--- src/samt_pkg.sv ---
`timescale 1ns / 1ps
// samt_pkg: shared constants, codes and types of the sorted address map table
// no dependencies; every other file of the block but samt_ram imports it

package samt_pkg;

   localparam int MAP_SLOTS   = 16;
   localparam int IDX_W       = $clog2(MAP_SLOTS);
   localparam int CNT_W       = $clog2(MAP_SLOTS + 1);
   localparam int ADDR_W      = 64;
   localparam int LEN_W       = 32;
   localparam int NUM_W       = 6;
   localparam int MOD_W       = 4;
   localparam int KIND_W      = 2;
   localparam int STATUS_W    = 3;
   localparam int PROD_W      = MOD_W + LEN_W;
   localparam int ENTRY_W     = MOD_W + ADDR_W + LEN_W;
   localparam int CSR_INDEX_W = 2;
   localparam int CSR_DATA_W  = 64;

   localparam logic [CSR_INDEX_W-1:0] CSR_PAGE_BASE = CSR_INDEX_W'(0);
   localparam logic [CSR_INDEX_W-1:0] CSR_PAGE_SIZE = CSR_INDEX_W'(1);

   localparam logic [ADDR_W-1:0] PAGE_BASE_RESET = '0;
   localparam logic [LEN_W-1:0]  PAGE_SIZE_RESET = LEN_W'(4096);

   typedef enum logic [KIND_W-1:0] {
      KIND_ADD,
      KIND_REMOVE,
      KIND_LOOKUP_ADDR,
      KIND_LOOKUP_NUM
   } samt_kind_type;

   typedef enum logic [STATUS_W-1:0] {
      STATUS_OK,
      STATUS_BAD_NUM,
      STATUS_OVERLAP,
      STATUS_NOT_FOUND,
      STATUS_FULL
   } samt_status_type;

   typedef enum logic [2:0] {
      ST_IDLE,
      ST_PREP_MUL,
      ST_PREP_PAGE,
      ST_PREP_END,
      ST_SCAN,
      ST_SHIFT,
      ST_PLACE,
      ST_RESP
   } samt_state_type;

   typedef struct packed {
      logic [MOD_W-1:0]  module_id;
      logic [ADDR_W-1:0] start;
      logic [LEN_W-1:0]  length;
   } samt_entry_type;

   // request context seen by the slot evaluator
   typedef struct packed {
      logic [NUM_W-1:0]  num;
      logic [ADDR_W-1:0] start;
      logic              len_zero;
      logic [ADDR_W:0]   new_sum;
      logic [ADDR_W-1:0] new_page;
      logic [ADDR_W:0]   new_page_end;
      logic [ADDR_W-1:0] addr;
      logic [ADDR_W-1:0] page_base;
      logic [LEN_W-1:0]  page_size;
   } samt_ctx_type;

   // per-slot result of the slot evaluator
   typedef struct packed {
      logic             busy;
      logic             valid;
      logic [IDX_W-1:0] idx;
      logic             clash;
      logic             covers_addr;
      logic             num_match;
      logic             less;
      samt_entry_type   entry;
   } samt_res_type;

endpackage

--- src/samt_if.sv ---
`timescale 1ns / 1ps
// samt_req_if and samt_rsp_if: request and response channels of the address map
// depends on samt_pkg

interface samt_req_if import samt_pkg::*; ();
   logic              valid;
   logic              ready;
   logic [KIND_W-1:0] kind;
   logic [NUM_W-1:0]  module_num;
   logic [ADDR_W-1:0] region_start;
   logic [LEN_W-1:0]  region_length;
   logic [ADDR_W-1:0] address;

   modport source (output valid, kind, module_num, region_start, region_length, address,
                   input ready);
   modport sink (input valid, kind, module_num, region_start, region_length, address,
                 output ready);
endinterface

interface samt_rsp_if import samt_pkg::*; ();
   logic                valid;
   logic                ready;
   logic [STATUS_W-1:0] status;
   logic [MOD_W-1:0]    hit_module;
   logic [ADDR_W-1:0]   hit_start;
   logic [LEN_W-1:0]    hit_length;
   logic [CNT_W-1:0]    slots_used;

   modport source (output valid, status, hit_module, hit_start, hit_length, slots_used,
                   input ready);
   modport sink (input valid, status, hit_module, hit_start, hit_length, slots_used,
                 output ready);
endinterface

--- src/samt_ram.sv ---
`timescale 1ns / 1ps
// samt_ram: generic single write port, single read port ram with registered read
// no dependencies

module samt_ram #(
   parameter int WIDTH = 8,
   parameter int DEPTH = 16
) (
   input  logic                                    clock,
   input  logic                                    wr_en,
   input  logic [(DEPTH > 1 ? $clog2(DEPTH) : 1)-1:0] wr_addr,
   input  logic [WIDTH-1:0]                        wr_data,
   input  logic [(DEPTH > 1 ? $clog2(DEPTH) : 1)-1:0] rd_addr,
   output logic [WIDTH-1:0]                        rd_data
);

   logic [WIDTH-1:0] mem_ff [DEPTH];
   logic [WIDTH-1:0] rd_data_ff;

   always_ff @(posedge clock) begin
      if (wr_en) begin
         mem_ff[wr_addr] <= wr_data;
      end
      rd_data_ff <= mem_ff[rd_addr];
   end

   assign rd_data = rd_data_ff;

endmodule

--- src/samt_eval.sv ---
`timescale 1ns / 1ps
// samt_eval: three-stage slot evaluator, one stored slot per cycle
// checks clash, address coverage, number match and sort order; depends on samt_pkg

module samt_eval import samt_pkg::*; (
   input  logic             clock,
   input  logic             reset,
   input  logic             issue,
   input  logic [IDX_W-1:0] issue_idx,
   input  samt_entry_type   entry,
   input  samt_ctx_type     ctx,
   output samt_res_type     res
);

   // stage 1: slot just read from the table
   logic             v1_ff;
   logic [IDX_W-1:0] idx1_ff;

   // stage 2
   logic             v2_ff;
   logic [IDX_W-1:0] idx2_ff;
   samt_entry_type   e2_ff;
   logic [ADDR_W:0]  sum2_ff, sum2_in;
   logic [PROD_W-1:0] prod2_ff, prod2_in;
   logic             less2_ff, less2_in;
   logic             match2_ff, match2_in;
   logic             covlo2_ff, covlo2_in;
   logic             lz2_ff, lz2_in;

   // stage 3
   logic              v3_ff;
   logic [IDX_W-1:0]  idx3_ff;
   samt_entry_type    e3_ff;
   logic [ADDR_W-1:0] page3_ff, page3_in;
   logic              wrap3_ff, wrap3_in;
   logic              rcov3_ff, rcov3_in;
   logic              rmeet3_ff, rmeet3_in;
   logic              less3_ff, match3_ff, lz3_ff;

   logic [ADDR_W:0] page_sum;
   logic            page_wrap;
   logic            page_meet;
   logic            page_cover;

   always_comb begin
      sum2_in   = {1'b0, entry.start} + (ADDR_W + 1)'(entry.length);
      prod2_in  = PROD_W'(entry.module_id) * PROD_W'(ctx.page_size);
      less2_in  = entry.start < ctx.start;
      match2_in = NUM_W'(entry.module_id) == ctx.num;
      covlo2_in = ctx.addr >= entry.start;
      lz2_in    = entry.length == '0;
   end

   always_comb begin
      page3_in  = ctx.page_base + ADDR_W'(prod2_ff);
      wrap3_in  = sum2_ff[ADDR_W];
      rcov3_in  = covlo2_ff && ({1'b0, ctx.addr} < sum2_ff);
      rmeet3_in = ({1'b0, ctx.start} < sum2_ff) && ({1'b0, e2_ff.start} < ctx.new_sum);
   end

   always_ff @(posedge clock) begin
      if (reset) begin
         v1_ff <= 1'b0;
         v2_ff <= 1'b0;
         v3_ff <= 1'b0;
      end else begin
         v1_ff <= issue;
         v2_ff <= v1_ff;
         v3_ff <= v2_ff;
      end
   end

   always_ff @(posedge clock) begin
      idx1_ff   <= issue_idx;
      idx2_ff   <= idx1_ff;
      e2_ff     <= entry;
      sum2_ff   <= sum2_in;
      prod2_ff  <= prod2_in;
      less2_ff  <= less2_in;
      match2_ff <= match2_in;
      covlo2_ff <= covlo2_in;
      lz2_ff    <= lz2_in;
      idx3_ff   <= idx2_ff;
      e3_ff     <= e2_ff;
      page3_ff  <= page3_in;
      wrap3_ff  <= wrap3_in;
      rcov3_ff  <= rcov3_in;
      rmeet3_ff <= rmeet3_in;
      less3_ff  <= less2_ff;
      match3_ff <= match2_ff;
      lz3_ff    <= lz2_ff;
   end

   always_comb begin
      page_sum   = {1'b0, page3_ff} + (ADDR_W + 1)'(ctx.page_size);
      page_wrap  = page_sum[ADDR_W] || ctx.new_page_end[ADDR_W];
      page_meet  = ({1'b0, ctx.new_page} < page_sum) &&
                   ({1'b0, page3_ff} < ctx.new_page_end);
      page_cover = (ctx.addr >= page3_ff) && ({1'b0, ctx.addr} < page_sum);

      res.busy        = v1_ff || v2_ff || v3_ff;
      res.valid       = v3_ff;
      res.idx         = idx3_ff;
      res.num_match   = match3_ff;
      res.less        = less3_ff;
      res.covers_addr = rcov3_ff || page_cover;
      res.entry       = e3_ff;
      res.clash       = match3_ff ||
                        (!lz3_ff && !ctx.len_zero &&
                         (wrap3_ff || ctx.new_sum[ADDR_W] || rmeet3_ff ||
                          ((ctx.page_size != '0) && (page_wrap || page_meet))));
   end

endmodule

--- src/sorted_address_map_table_core.sv ---
`timescale 1ns / 1ps
// sorted_address_map_table_core: sorted bus slot table with add, remove and lookups
// depends on samt_pkg, samt_if, samt_ram and samt_eval
// a request walks all n stored slots through the slot evaluator before it acts
// lookup, or remove of a missing number: response; remove: m slots above the hit move down
// add: walk, m slots move up, new slot placed; overlap: no write; bad number or full: no walk
// one request at a time, set by the slot evaluator walking the table ram once per slot
// reset: table empty, io page base 0, io page size 4096; no clearing pass needed

module sorted_address_map_table_core import samt_pkg::*; (
   input  logic                   clock,
   input  logic                   reset,
   input  logic                   csr_wr_en,
   input  logic [CSR_INDEX_W-1:0] csr_index,
   input  logic [CSR_DATA_W-1:0]  csr_data,
   samt_req_if.sink               req_bus,
   samt_rsp_if.source             rsp_bus
);

   samt_state_type state_ff, state_in;

   logic [ADDR_W-1:0] page_base_ff, page_base_in;
   logic [LEN_W-1:0]  page_size_ff, page_size_in;
   logic [CNT_W-1:0]  count_ff, count_in;

   samt_kind_type     kind_ff, kind_in;
   logic [NUM_W-1:0]  num_ff, num_in;
   logic [ADDR_W-1:0] start_ff, start_in;
   logic [LEN_W-1:0]  len_ff, len_in;
   logic [ADDR_W-1:0] addr_ff, addr_in;

   logic [PROD_W-1:0] prod_ff, prod_in;
   logic [ADDR_W:0]   new_sum_ff, new_sum_in;
   logic [ADDR_W-1:0] new_page_ff, new_page_in;
   logic [ADDR_W:0]   new_page_end_ff, new_page_end_in;

   logic [CNT_W-1:0]  scan_idx_ff, scan_idx_in;
   logic              clash_ff, clash_in;
   logic [CNT_W-1:0]  less_cnt_ff, less_cnt_in;
   logic              found_ff, found_in;
   logic [IDX_W-1:0]  hit_idx_ff, hit_idx_in;
   samt_entry_type    hit_entry_ff, hit_entry_in;
   samt_status_type   status_ff, status_in;

   logic [CNT_W-1:0]  shift_cnt_ff, shift_cnt_in;
   logic [IDX_W-1:0]  src_ff, src_in;
   logic [IDX_W-1:0]  dest_ff, dest_in;
   logic              pend_ff, pend_in;
   logic              shift_up_ff, shift_up_in;

   logic                rsp_valid_ff, rsp_valid_in;
   samt_status_type     rsp_status_ff, rsp_status_in;
   logic [MOD_W-1:0]    rsp_module_ff, rsp_module_in;
   logic [ADDR_W-1:0]   rsp_start_ff, rsp_start_in;
   logic [LEN_W-1:0]    rsp_length_ff, rsp_length_in;
   logic [CNT_W-1:0]    rsp_used_ff, rsp_used_in;

   logic                req_accept;
   logic                bad_num;
   logic                table_full;
   logic                scan_done;
   logic                hit_cond;
   logic                is_lookup;
   logic                rsp_free;

   logic                ram_wr_en;
   logic [IDX_W-1:0]    ram_wr_addr;
   samt_entry_type      ram_wr_data;
   logic [IDX_W-1:0]    ram_rd_addr;
   samt_entry_type      ram_rd_data;
   logic                issue;

   samt_ctx_type        ctx;
   samt_res_type        res;

   assign req_bus.ready = (state_ff == ST_IDLE);
   assign req_accept    = req_bus.valid && req_bus.ready;
   assign bad_num       = {1'b0, req_bus.module_num} >= (NUM_W + 1)'(MAP_SLOTS);
   assign table_full    = count_ff >= CNT_W'(MAP_SLOTS);
   assign scan_done     = (scan_idx_ff == count_ff) && !res.busy;
   assign hit_cond      = (kind_ff == KIND_LOOKUP_ADDR) ? res.covers_addr : res.num_match;
   assign is_lookup     = (kind_ff == KIND_LOOKUP_ADDR) || (kind_ff == KIND_LOOKUP_NUM);
   assign rsp_free      = !rsp_valid_ff || rsp_bus.ready;

   always_comb begin
      ctx.num          = num_ff;
      ctx.start        = start_ff;
      ctx.len_zero     = len_ff == '0;
      ctx.new_sum      = new_sum_ff;
      ctx.new_page     = new_page_ff;
      ctx.new_page_end = new_page_end_ff;
      ctx.addr         = addr_ff;
      ctx.page_base    = page_base_ff;
      ctx.page_size    = page_size_ff;
   end

   samt_ram #(
      .WIDTH (ENTRY_W),
      .DEPTH (MAP_SLOTS)
   ) u_table (
      .clock   (clock),
      .wr_en   (ram_wr_en),
      .wr_addr (ram_wr_addr),
      .wr_data (ram_wr_data),
      .rd_addr (ram_rd_addr),
      .rd_data (ram_rd_data)
   );

   samt_eval u_eval (
      .clock     (clock),
      .reset     (reset),
      .issue     (issue),
      .issue_idx (scan_idx_ff[IDX_W-1:0]),
      .entry     (ram_rd_data),
      .ctx       (ctx),
      .res       (res)
   );

   // next state
   always_comb begin
      state_in = state_ff;
      case (state_ff)
         ST_IDLE: begin
            if (req_accept) begin
               if (samt_kind_type'(req_bus.kind) == KIND_ADD) begin
                  if (bad_num || table_full) begin
                     state_in = ST_RESP;
                  end else begin
                     state_in = ST_PREP_MUL;
                  end
               end else begin
                  state_in = ST_SCAN;
               end
            end
         end
         ST_PREP_MUL:  state_in = ST_PREP_PAGE;
         ST_PREP_PAGE: state_in = ST_PREP_END;
         ST_PREP_END:  state_in = ST_SCAN;
         ST_SCAN: begin
            if (scan_done) begin
               case (kind_ff)
                  KIND_ADD:    state_in = clash_ff ? ST_RESP : ST_SHIFT;
                  KIND_REMOVE: state_in = found_ff ? ST_SHIFT : ST_RESP;
                  default:     state_in = ST_RESP;
               endcase
            end
         end
         ST_SHIFT: begin
            if (shift_cnt_ff == '0 && !pend_ff) begin
               state_in = shift_up_ff ? ST_PLACE : ST_RESP;
            end
         end
         ST_PLACE: state_in = ST_RESP;
         ST_RESP: begin
            if (rsp_free) begin
               state_in = ST_IDLE;
            end
         end
         default: state_in = ST_IDLE;
      endcase
   end

   // datapath and outputs
   always_comb begin
      page_base_in    = page_base_ff;
      page_size_in    = page_size_ff;
      count_in        = count_ff;
      kind_in         = kind_ff;
      num_in          = num_ff;
      start_in        = start_ff;
      len_in          = len_ff;
      addr_in         = addr_ff;
      prod_in         = prod_ff;
      new_sum_in      = new_sum_ff;
      new_page_in     = new_page_ff;
      new_page_end_in = new_page_end_ff;
      scan_idx_in     = scan_idx_ff;
      clash_in        = clash_ff;
      less_cnt_in     = less_cnt_ff;
      found_in        = found_ff;
      hit_idx_in      = hit_idx_ff;
      hit_entry_in    = hit_entry_ff;
      status_in       = status_ff;
      shift_cnt_in    = shift_cnt_ff;
      src_in          = src_ff;
      dest_in         = dest_ff;
      pend_in         = pend_ff;
      shift_up_in     = shift_up_ff;
      rsp_valid_in    = rsp_valid_ff && !rsp_bus.ready;
      rsp_status_in   = rsp_status_ff;
      rsp_module_in   = rsp_module_ff;
      rsp_start_in    = rsp_start_ff;
      rsp_length_in   = rsp_length_ff;
      rsp_used_in     = rsp_used_ff;
      ram_wr_en       = 1'b0;
      ram_wr_addr     = dest_ff;
      ram_wr_data     = ram_rd_data;
      ram_rd_addr     = scan_idx_ff[IDX_W-1:0];
      issue           = 1'b0;

      if (csr_wr_en) begin
         case (csr_index)
            CSR_PAGE_BASE: page_base_in = csr_data;
            CSR_PAGE_SIZE: page_size_in = csr_data[LEN_W-1:0];
            default: ;
         endcase
      end

      case (state_ff)
         ST_IDLE: begin
            if (req_accept) begin
               kind_in     = samt_kind_type'(req_bus.kind);
               num_in      = req_bus.module_num;
               start_in    = req_bus.region_start;
               len_in      = req_bus.region_length;
               addr_in     = req_bus.address;
               scan_idx_in = '0;
               clash_in    = 1'b0;
               less_cnt_in = '0;
               found_in    = 1'b0;
               status_in   = STATUS_OK;
               if (samt_kind_type'(req_bus.kind) == KIND_ADD) begin
                  if (bad_num) begin
                     status_in = STATUS_BAD_NUM;
                  end else if (table_full) begin
                     status_in = STATUS_FULL;
                  end
               end
            end
         end
         ST_PREP_MUL: begin
            prod_in    = PROD_W'(num_ff[MOD_W-1:0]) * PROD_W'(page_size_ff);
            new_sum_in = {1'b0, start_ff} + (ADDR_W + 1)'(len_ff);
         end
         ST_PREP_PAGE: begin
            new_page_in = page_base_ff + ADDR_W'(prod_ff);
         end
         ST_PREP_END: begin
            new_page_end_in = {1'b0, new_page_ff} + (ADDR_W + 1)'(page_size_ff);
         end
         ST_SCAN: begin
            issue = scan_idx_ff < count_ff;
            if (issue) begin
               scan_idx_in = scan_idx_ff + CNT_W'(1);
            end
            if (res.valid) begin
               clash_in    = clash_ff || res.clash;
               less_cnt_in = less_cnt_ff + CNT_W'(res.less);
               if (!found_ff && hit_cond) begin
                  found_in     = 1'b1;
                  hit_idx_in   = res.idx;
                  hit_entry_in = res.entry;
               end
            end
            if (scan_done) begin
               pend_in = 1'b0;
               case (kind_ff)
                  KIND_ADD: begin
                     if (clash_ff) begin
                        status_in = STATUS_OVERLAP;
                     end else begin
                        shift_cnt_in = count_ff - less_cnt_ff;
                        src_in       = IDX_W'(count_ff - CNT_W'(1));
                        shift_up_in  = 1'b1;
                     end
                  end
                  KIND_REMOVE: begin
                     if (!found_ff) begin
                        status_in = STATUS_NOT_FOUND;
                     end else begin
                        shift_cnt_in = count_ff - CNT_W'(1) - CNT_W'(hit_idx_ff);
                        src_in       = hit_idx_ff + IDX_W'(1);
                        shift_up_in  = 1'b0;
                        count_in     = count_ff - CNT_W'(1);
                     end
                  end
                  default: begin
                     status_in = found_ff ? STATUS_OK : STATUS_NOT_FOUND;
                  end
               endcase
            end
         end
         ST_SHIFT: begin
            ram_rd_addr = src_ff;
            if (pend_ff) begin
               ram_wr_en = 1'b1;
            end
            if (shift_cnt_ff != '0) begin
               pend_in      = 1'b1;
               dest_in      = shift_up_ff ? src_ff + IDX_W'(1) : src_ff - IDX_W'(1);
               src_in       = shift_up_ff ? src_ff - IDX_W'(1) : src_ff + IDX_W'(1);
               shift_cnt_in = shift_cnt_ff - CNT_W'(1);
            end else begin
               pend_in = 1'b0;
            end
         end
         ST_PLACE: begin
            ram_wr_en             = 1'b1;
            ram_wr_addr           = less_cnt_ff[IDX_W-1:0];
            ram_wr_data.module_id = num_ff[MOD_W-1:0];
            ram_wr_data.start     = start_ff;
            ram_wr_data.length    = len_ff;
            count_in              = count_ff + CNT_W'(1);
         end
         ST_RESP: begin
            if (rsp_free) begin
               rsp_valid_in  = 1'b1;
               rsp_status_in = status_ff;
               rsp_used_in   = count_ff;
               if (is_lookup && found_ff) begin
                  rsp_module_in = hit_entry_ff.module_id;
                  rsp_start_in  = hit_entry_ff.start;
                  rsp_length_in = hit_entry_ff.length;
               end else begin
                  rsp_module_in = '0;
                  rsp_start_in  = '0;
                  rsp_length_in = '0;
               end
            end
         end
         default: ;
      endcase
   end

   always_ff @(posedge clock) begin
      if (reset) begin
         state_ff     <= ST_IDLE;
         page_base_ff <= PAGE_BASE_RESET;
         page_size_ff <= PAGE_SIZE_RESET;
         count_ff     <= '0;
         pend_ff      <= 1'b0;
         shift_cnt_ff <= '0;
         scan_idx_ff  <= '0;
         rsp_valid_ff <= 1'b0;
      end else begin
         state_ff     <= state_in;
         page_base_ff <= page_base_in;
         page_size_ff <= page_size_in;
         count_ff     <= count_in;
         pend_ff      <= pend_in;
         shift_cnt_ff <= shift_cnt_in;
         scan_idx_ff  <= scan_idx_in;
         rsp_valid_ff <= rsp_valid_in;
      end
   end

   always_ff @(posedge clock) begin
      kind_ff         <= kind_in;
      num_ff          <= num_in;
      start_ff        <= start_in;
      len_ff          <= len_in;
      addr_ff         <= addr_in;
      prod_ff         <= prod_in;
      new_sum_ff      <= new_sum_in;
      new_page_ff     <= new_page_in;
      new_page_end_ff <= new_page_end_in;
      clash_ff        <= clash_in;
      less_cnt_ff     <= less_cnt_in;
      found_ff        <= found_in;
      hit_idx_ff      <= hit_idx_in;
      hit_entry_ff    <= hit_entry_in;
      status_ff       <= status_in;
      src_ff          <= src_in;
      dest_ff         <= dest_in;
      shift_up_ff     <= shift_up_in;
      rsp_status_ff   <= rsp_status_in;
      rsp_module_ff   <= rsp_module_in;
      rsp_start_ff    <= rsp_start_in;
      rsp_length_ff   <= rsp_length_in;
      rsp_used_ff     <= rsp_used_in;
   end

   assign rsp_bus.valid      = rsp_valid_ff;
   assign rsp_bus.status     = rsp_status_ff;
   assign rsp_bus.hit_module = rsp_module_ff;
   assign rsp_bus.hit_start  = rsp_start_ff;
   assign rsp_bus.hit_length = rsp_length_ff;
   assign rsp_bus.slots_used = rsp_used_ff;

   a_count_range: assert property (@(posedge clock) disable iff (reset)
      count_ff <= CNT_W'(MAP_SLOTS))
      else $error("slot count beyond table size");

   a_ram_write: assert property (@(posedge clock) disable iff (reset)
      ram_wr_en |-> (state_ff == ST_SHIFT || state_ff == ST_PLACE))
      else $error("table write outside shift or place");

   a_eval_scan: assert property (@(posedge clock) disable iff (reset)
      res.valid |-> state_ff == ST_SCAN)
      else $error("slot result outside scan");

   a_count_hold: assert property (@(posedge clock) disable iff (reset)
      !(state_ff == ST_PLACE || state_ff == ST_SCAN) |=> $stable(count_ff))
      else $error("slot count changed outside scan or place");

   a_place_room: assert property (@(posedge clock) disable iff (reset)
      state_ff == ST_PLACE |-> count_ff < CNT_W'(MAP_SLOTS))
      else $error("insert into full table");

endmodule

--- src/flat_wrapper.sv ---
// flat-port wrapper written by rule: the top's interface ports become plain ports
module sorted_address_map_table_core_flat import samt_pkg::*;
  (clock, reset, csr_wr_en, csr_index, csr_data, req_bus_valid, req_bus_kind, req_bus_module_num, req_bus_region_start, req_bus_region_length, req_bus_address, req_bus_ready, rsp_bus_valid, rsp_bus_status, rsp_bus_hit_module, rsp_bus_hit_start, rsp_bus_hit_length, rsp_bus_slots_used, rsp_bus_ready);
  samt_req_if req_bus_i ();
  samt_rsp_if rsp_bus_i ();
  input  logic clock;
  input  logic reset;
  input  logic csr_wr_en;
  input  logic [CSR_INDEX_W-1:0] csr_index;
  input  logic [CSR_DATA_W-1:0] csr_data;
  input wire logic [$bits(req_bus_i.valid)-1:0] req_bus_valid;
  input wire logic [$bits(req_bus_i.kind)-1:0] req_bus_kind;
  input wire logic [$bits(req_bus_i.module_num)-1:0] req_bus_module_num;
  input wire logic [$bits(req_bus_i.region_start)-1:0] req_bus_region_start;
  input wire logic [$bits(req_bus_i.region_length)-1:0] req_bus_region_length;
  input wire logic [$bits(req_bus_i.address)-1:0] req_bus_address;
  output wire logic [$bits(req_bus_i.ready)-1:0] req_bus_ready;
  output wire logic [$bits(rsp_bus_i.valid)-1:0] rsp_bus_valid;
  output wire logic [$bits(rsp_bus_i.status)-1:0] rsp_bus_status;
  output wire logic [$bits(rsp_bus_i.hit_module)-1:0] rsp_bus_hit_module;
  output wire logic [$bits(rsp_bus_i.hit_start)-1:0] rsp_bus_hit_start;
  output wire logic [$bits(rsp_bus_i.hit_length)-1:0] rsp_bus_hit_length;
  output wire logic [$bits(rsp_bus_i.slots_used)-1:0] rsp_bus_slots_used;
  input wire logic [$bits(rsp_bus_i.ready)-1:0] rsp_bus_ready;
  assign req_bus_i.valid = req_bus_valid;
  assign req_bus_i.kind = req_bus_kind;
  assign req_bus_i.module_num = req_bus_module_num;
  assign req_bus_i.region_start = req_bus_region_start;
  assign req_bus_i.region_length = req_bus_region_length;
  assign req_bus_i.address = req_bus_address;
  assign req_bus_ready = req_bus_i.ready;
  assign rsp_bus_valid = rsp_bus_i.valid;
  assign rsp_bus_status = rsp_bus_i.status;
  assign rsp_bus_hit_module = rsp_bus_i.hit_module;
  assign rsp_bus_hit_start = rsp_bus_i.hit_start;
  assign rsp_bus_hit_length = rsp_bus_i.hit_length;
  assign rsp_bus_slots_used = rsp_bus_i.slots_used;
  assign rsp_bus_i.ready = rsp_bus_ready;
  sorted_address_map_table_core u_core (.clock(clock), .reset(reset), .csr_wr_en(csr_wr_en), .csr_index(csr_index), .csr_data(csr_data), .req_bus(req_bus_i), .rsp_bus(rsp_bus_i));
endmodule
--- config.mk ---
export PLATFORM = sky130hd
export DESIGN_NAME = sorted_address_map_table_core_flat
export DESIGN_NICKNAME = d
export VERILOG_FILES = /design/src/samt_pkg.sv /design/src/samt_if.sv /design/src/samt_ram.sv /design/src/samt_eval.sv /design/src/sorted_address_map_table_core.sv /design/src/flat_wrapper.sv
export SDC_FILE = /design/constraint.sdc
export NUM_CORES = 2
export LEC_CHECK = 0
export BUFFER_PORTS_ARGS = -buffer_cell sky130_fd_sc_hd__buf_4
export CAP_MARGIN = 10
export CORE_ASPECT_RATIO = 0.75
export CORE_MARGIN = 1.5
export CORE_UTILIZATION = 30
export CTS_CLUSTER_SIZE = 40
export DETAILED_ROUTE_END_ITERATION = 6
export HOLD_SLACK_MARGIN = 0.12
export PLACE_DENSITY_LB_ADDON = 0.15
export SYNTH_ARGS = -nofsm -noshare
export SYNTH_HDL_FRONTEND = slang
export SYNTH_SLANG_ARGS = --single-unit
export TNS_END_PERCENT = 5
--- constraint.sdc ---
create_clock -name clock -period 11.1 [get_ports clock]
set_input_delay 2.22 -clock clock [delete_from_list [all_inputs] [get_ports clock]]
set_output_delay 2.22 -clock clock [all_outputs]
set_load 0.02 [all_outputs]
==> reports/metrics.csv <==
metric,value,unit
status,finished clean,
period_share,75.3,%
required,11.66,ns
seqCellArea,79100,um^2
cts.sinks,2835,
yosys-top-cells-area,"edfxtp_1 (51%), dfxtp_1 (9.3%), ha_1 (8.3%)",
ys_seq_elements,2835,
p_sw,0.0121,W
yosysWarnings,0,
r2r-start,u_core.page_size_ff[0],
hold_viol,0,
worst_pin_slew,1.19,ns
start_util,30.2,%
hold_path_end,u_core.u_eval.res[14],
rsz0062_at_grt,false,
busiest_layer,met2,
cp.arrival,8.92,ns
yosysTopAreaCell,edfxtp_1,
syn_avg_cell_area,13.7,um^2
ff2ff_setup_slack,2.74,ns
fmax,0.120,GHz
yosysUniqueCellTypes,91,
layout.nets,11300,
finalSetupViolations,0,
postCtsSetupRepairBufs,0,
root_buffer,clkbuf_16,
vias_per_cell,5.12,
slowest_delay,0.75,ns
dpl-instance-area,141000,um^2
pwr-share-seq,43.4,%
layout-drive-gt1-share,14.3,%
met3_usage,2.64,%
synth.net_count,10800,
area.growth.synth_to_final,16.0,%
reg2reg_to,u_core.hit_entry_ff[37],
leakagePower,58.1,nW
drt-initial-drc-count,7848,
wirelength,456000,um
final_cells,16200,
fillers,42000,
drv_slew,0,
cp_max_fo,26,
cts_tree,done,
io_pins,349,
path_buf_inv,2,
slew_headroom,18.7,%
drv_cap,0,
drc_errors,0,
crit_family,compound AO/OA/AOI/OAI gates,
multi_input_area,48300,um^2
place_congestion,0.896,
synth_top_area_share,51.2,%
clkPwrFrac,29.7,%
max-clock-path-buffers,4,
io_buffers,348,
ys.flop_type,edfxtp_1,
fin_area,152000,um^2
dp_cells,15600,
dieArea,440000,um^2
cts_buffers,310,
fin_tns_setup,0,ns
skew,0.0788,ns
min_from,u_core.u_eval.e2_ff[14],
power.total,0.0358,W
first_pass_iters,6,
cp_slowest_cell,nor2_4,
clk_latency,0.97,ns
pwr-share-comb,26.9,%
ctsHoldBuffers,0,
syn_area,131000,um^2
holdPathStages,0,
synthCells,9561,
cp-end-kind,flop,
drtAntennaViolNets,0,
grt_pass1_vias,82200,
num_rows,209,
grt_use_met2,30.4,%
fp.dieH,575,um
cellPowerDensity,236,nW/um^2
path_class,reg -> reg,
r2r_cells,26,
fin_crit,8.36,ns
grt_use_met1,30.1,%
grt_pass1_wl,636000,um
antenna_found_initial,45,
async_flop_share,0,%
gr-total-overflow,0,
num_vias,82800,
cts_resized,0,
grt_max_degree,127,
clkTransAtPathRegs,0.06,ns
vdd_drop_max,0.154,mV
start_kind,flop,
core,433000,um^2
min_path_type,reg -> reg,
die_w,765,um
synth_edf_count,2229,
grtUsageTotal,20.2,%
wl_per_cell,28.2,um
dp_hpwl,311000,um
h-tree-depth,5,
yosysSeqAreaShare,60.5,%
p_int,0.0237,W
swShare,33.8,%
## cells by family (layout without fill, tap and decap cells)
kind of cell | Yosys count | count (layout) | synth area share (%)
buffers and inverters | 947 | 1731 | 2.77
DFF | 2835 | 2835 | 60.5
muxes | 411 | 411 | 6.98
and+or+nand+nor | 2292 | 2292 | 8.51
AOI/OAI and AO/OA | 1640 | 1640 | 8.03
other | 0 | 17 | 0
adders and majority gates | 999 | 999 | 10.3
xor gates and xnor gates | 437 | 437 | 2.93
## cell type report
type | count | area share (%)
Sequential cell | 2835 | 52.1
Multi-Input combinational cell | 5779 | 31.8
Clock buffer | 444 | 5.77
Tap cell | 5802 | 4.79
Timing Repair Buffer | 547 | 2.88
Inverter | 613 | 1.52
Clock inverter | 127 | 1.06
Antenna cell | 17 | 0.0281
## how the worst max path moves through the flow
stage / start / endpoint / cells after the start
6_report: u_core.page_size_ff[0] / u_core.hit_entry_ff[37] / 26
5_1_grt: u_core.page_size_ff[0] / u_core.hit_entry_ff[39] / 26
4_1_cts: u_core.page_size_ff[0] / u_core.hit_entry_ff[39] / 25
3_5_place_dp: u_core.page_size_ff[0] / u_core.hit_entry_ff[5] / 25
3_3_place_gp: u_core.page_size_ff[0] / u_core.hit_entry_ff[7] / 26
2_1_floorplan: u_core.page_size_ff[1] / u_core.hit_entry_ff[0] / 24
## per-layer routing
| layer | vias up | share of wire, % |
|---|---|---|
| met3 | 539 | 5.6 |
| met2 | 2575 | 43 |
| li1 | 36800 | - |
| met1 | 42800 | 48 |
| met5 | - | 0 |
| met4 | 0 | 3.4 |
## flip-flops by register name (all words and copies together) (netlist names), 65 cells and up
register and cells:
u_core.new_page_end_ff 65, u_core.u_eval.sum2_ff 65, u_core.new_sum_ff 65, u_core.u_table.mem_ff 1600, u_core.hit_entry_ff 100, u_core.u_eval.res 100
u_core.u_eval.e2_ff 100, u_core.u_table.rd_data 100
## synth_stat cells (26+ instances only)
library cell / n
o21bai_1: 34
buf_2: 48
a211oi_1: 154
clkbuf_1: 248
mux4_2: 400
nor4_1: 61
nand3_1: 120
dfxtp_1: 606
edfxtp_1: 2229
ha_1: 868
nand2b_1: 84
o211ai_1: 26
nor3_1: 108
fa_1: 128
inv_1: 612
o21a_1: 61
and3_1: 159
xnor2_1: 326
a21oi_1: 465
nor2_1: 272
nand4_1: 154
a21o_1: 319
and2_1: 207
o21ai_0: 282
nand2_1: 944
buf_1: 38
xor2_1: 111
nor2b_1: 92
a31oi_1: 125
## layout by cell type (no fill, tap or decap), types with 92 or more instances in the layout
| cell type | Yosys | final |
|---|---|---|
| a211oi_1 | 154 | 154 |
| a21o_1 | 319 | 319 |
| a21oi_1 | 465 | 465 |
| a31oi_1 | 125 | 125 |
| and2_1 | 207 | 207 |
| and3_1 | 159 | 159 |
| buf_4 | 0 | 525 |
| clkbuf_1 | 248 | 92 |
| clkbuf_16 | 0 | 316 |
| dfxtp_1 | 606 | 605 |
| edfxtp_1 | 2229 | 2229 |
| fa_1 | 128 | 128 |
| ha_1 | 868 | 868 |
| inv_1 | 612 | 611 |
| mux4_2 | 400 | 400 |
| nand2_1 | 944 | 943 |
| nand3_1 | 120 | 120 |
| nand4_1 | 154 | 154 |
| nor2_1 | 272 | 255 |
| nor3_1 | 108 | 107 |
| o21ai_0 | 282 | 280 |
| xnor2_1 | 326 | 326 |
| xor2_1 | 111 | 111 |
## through the flow
stage	utilization (%)	hold slack, ns	worst slack (ns)
after detailed placement	32.6	0.312	2.99
after global placement	32.6	0.310	2.97
after CTS	35.0	0.317	2.96
after global routing	35.0	0.319	2.48
after floorplan	-	0.310	1.26
final	35.0	0.314	2.74
## power by group through the flow
stage / registers, W / logic, W / clock network, W
floorplan: 0.0147 / 0.00639 / 0
global placement: 0.0157 / 0.00939 / 0
detailed placement: 0.0157 / 0.00958 / 0
CTS: 0.0155 / 0.00965 / 0.0109
global route: 0.0156 / 0.0107 / 0.0113
finish: 0.0155 / 0.00964 / 0.0106
Power figures use the tool's default switching activity.
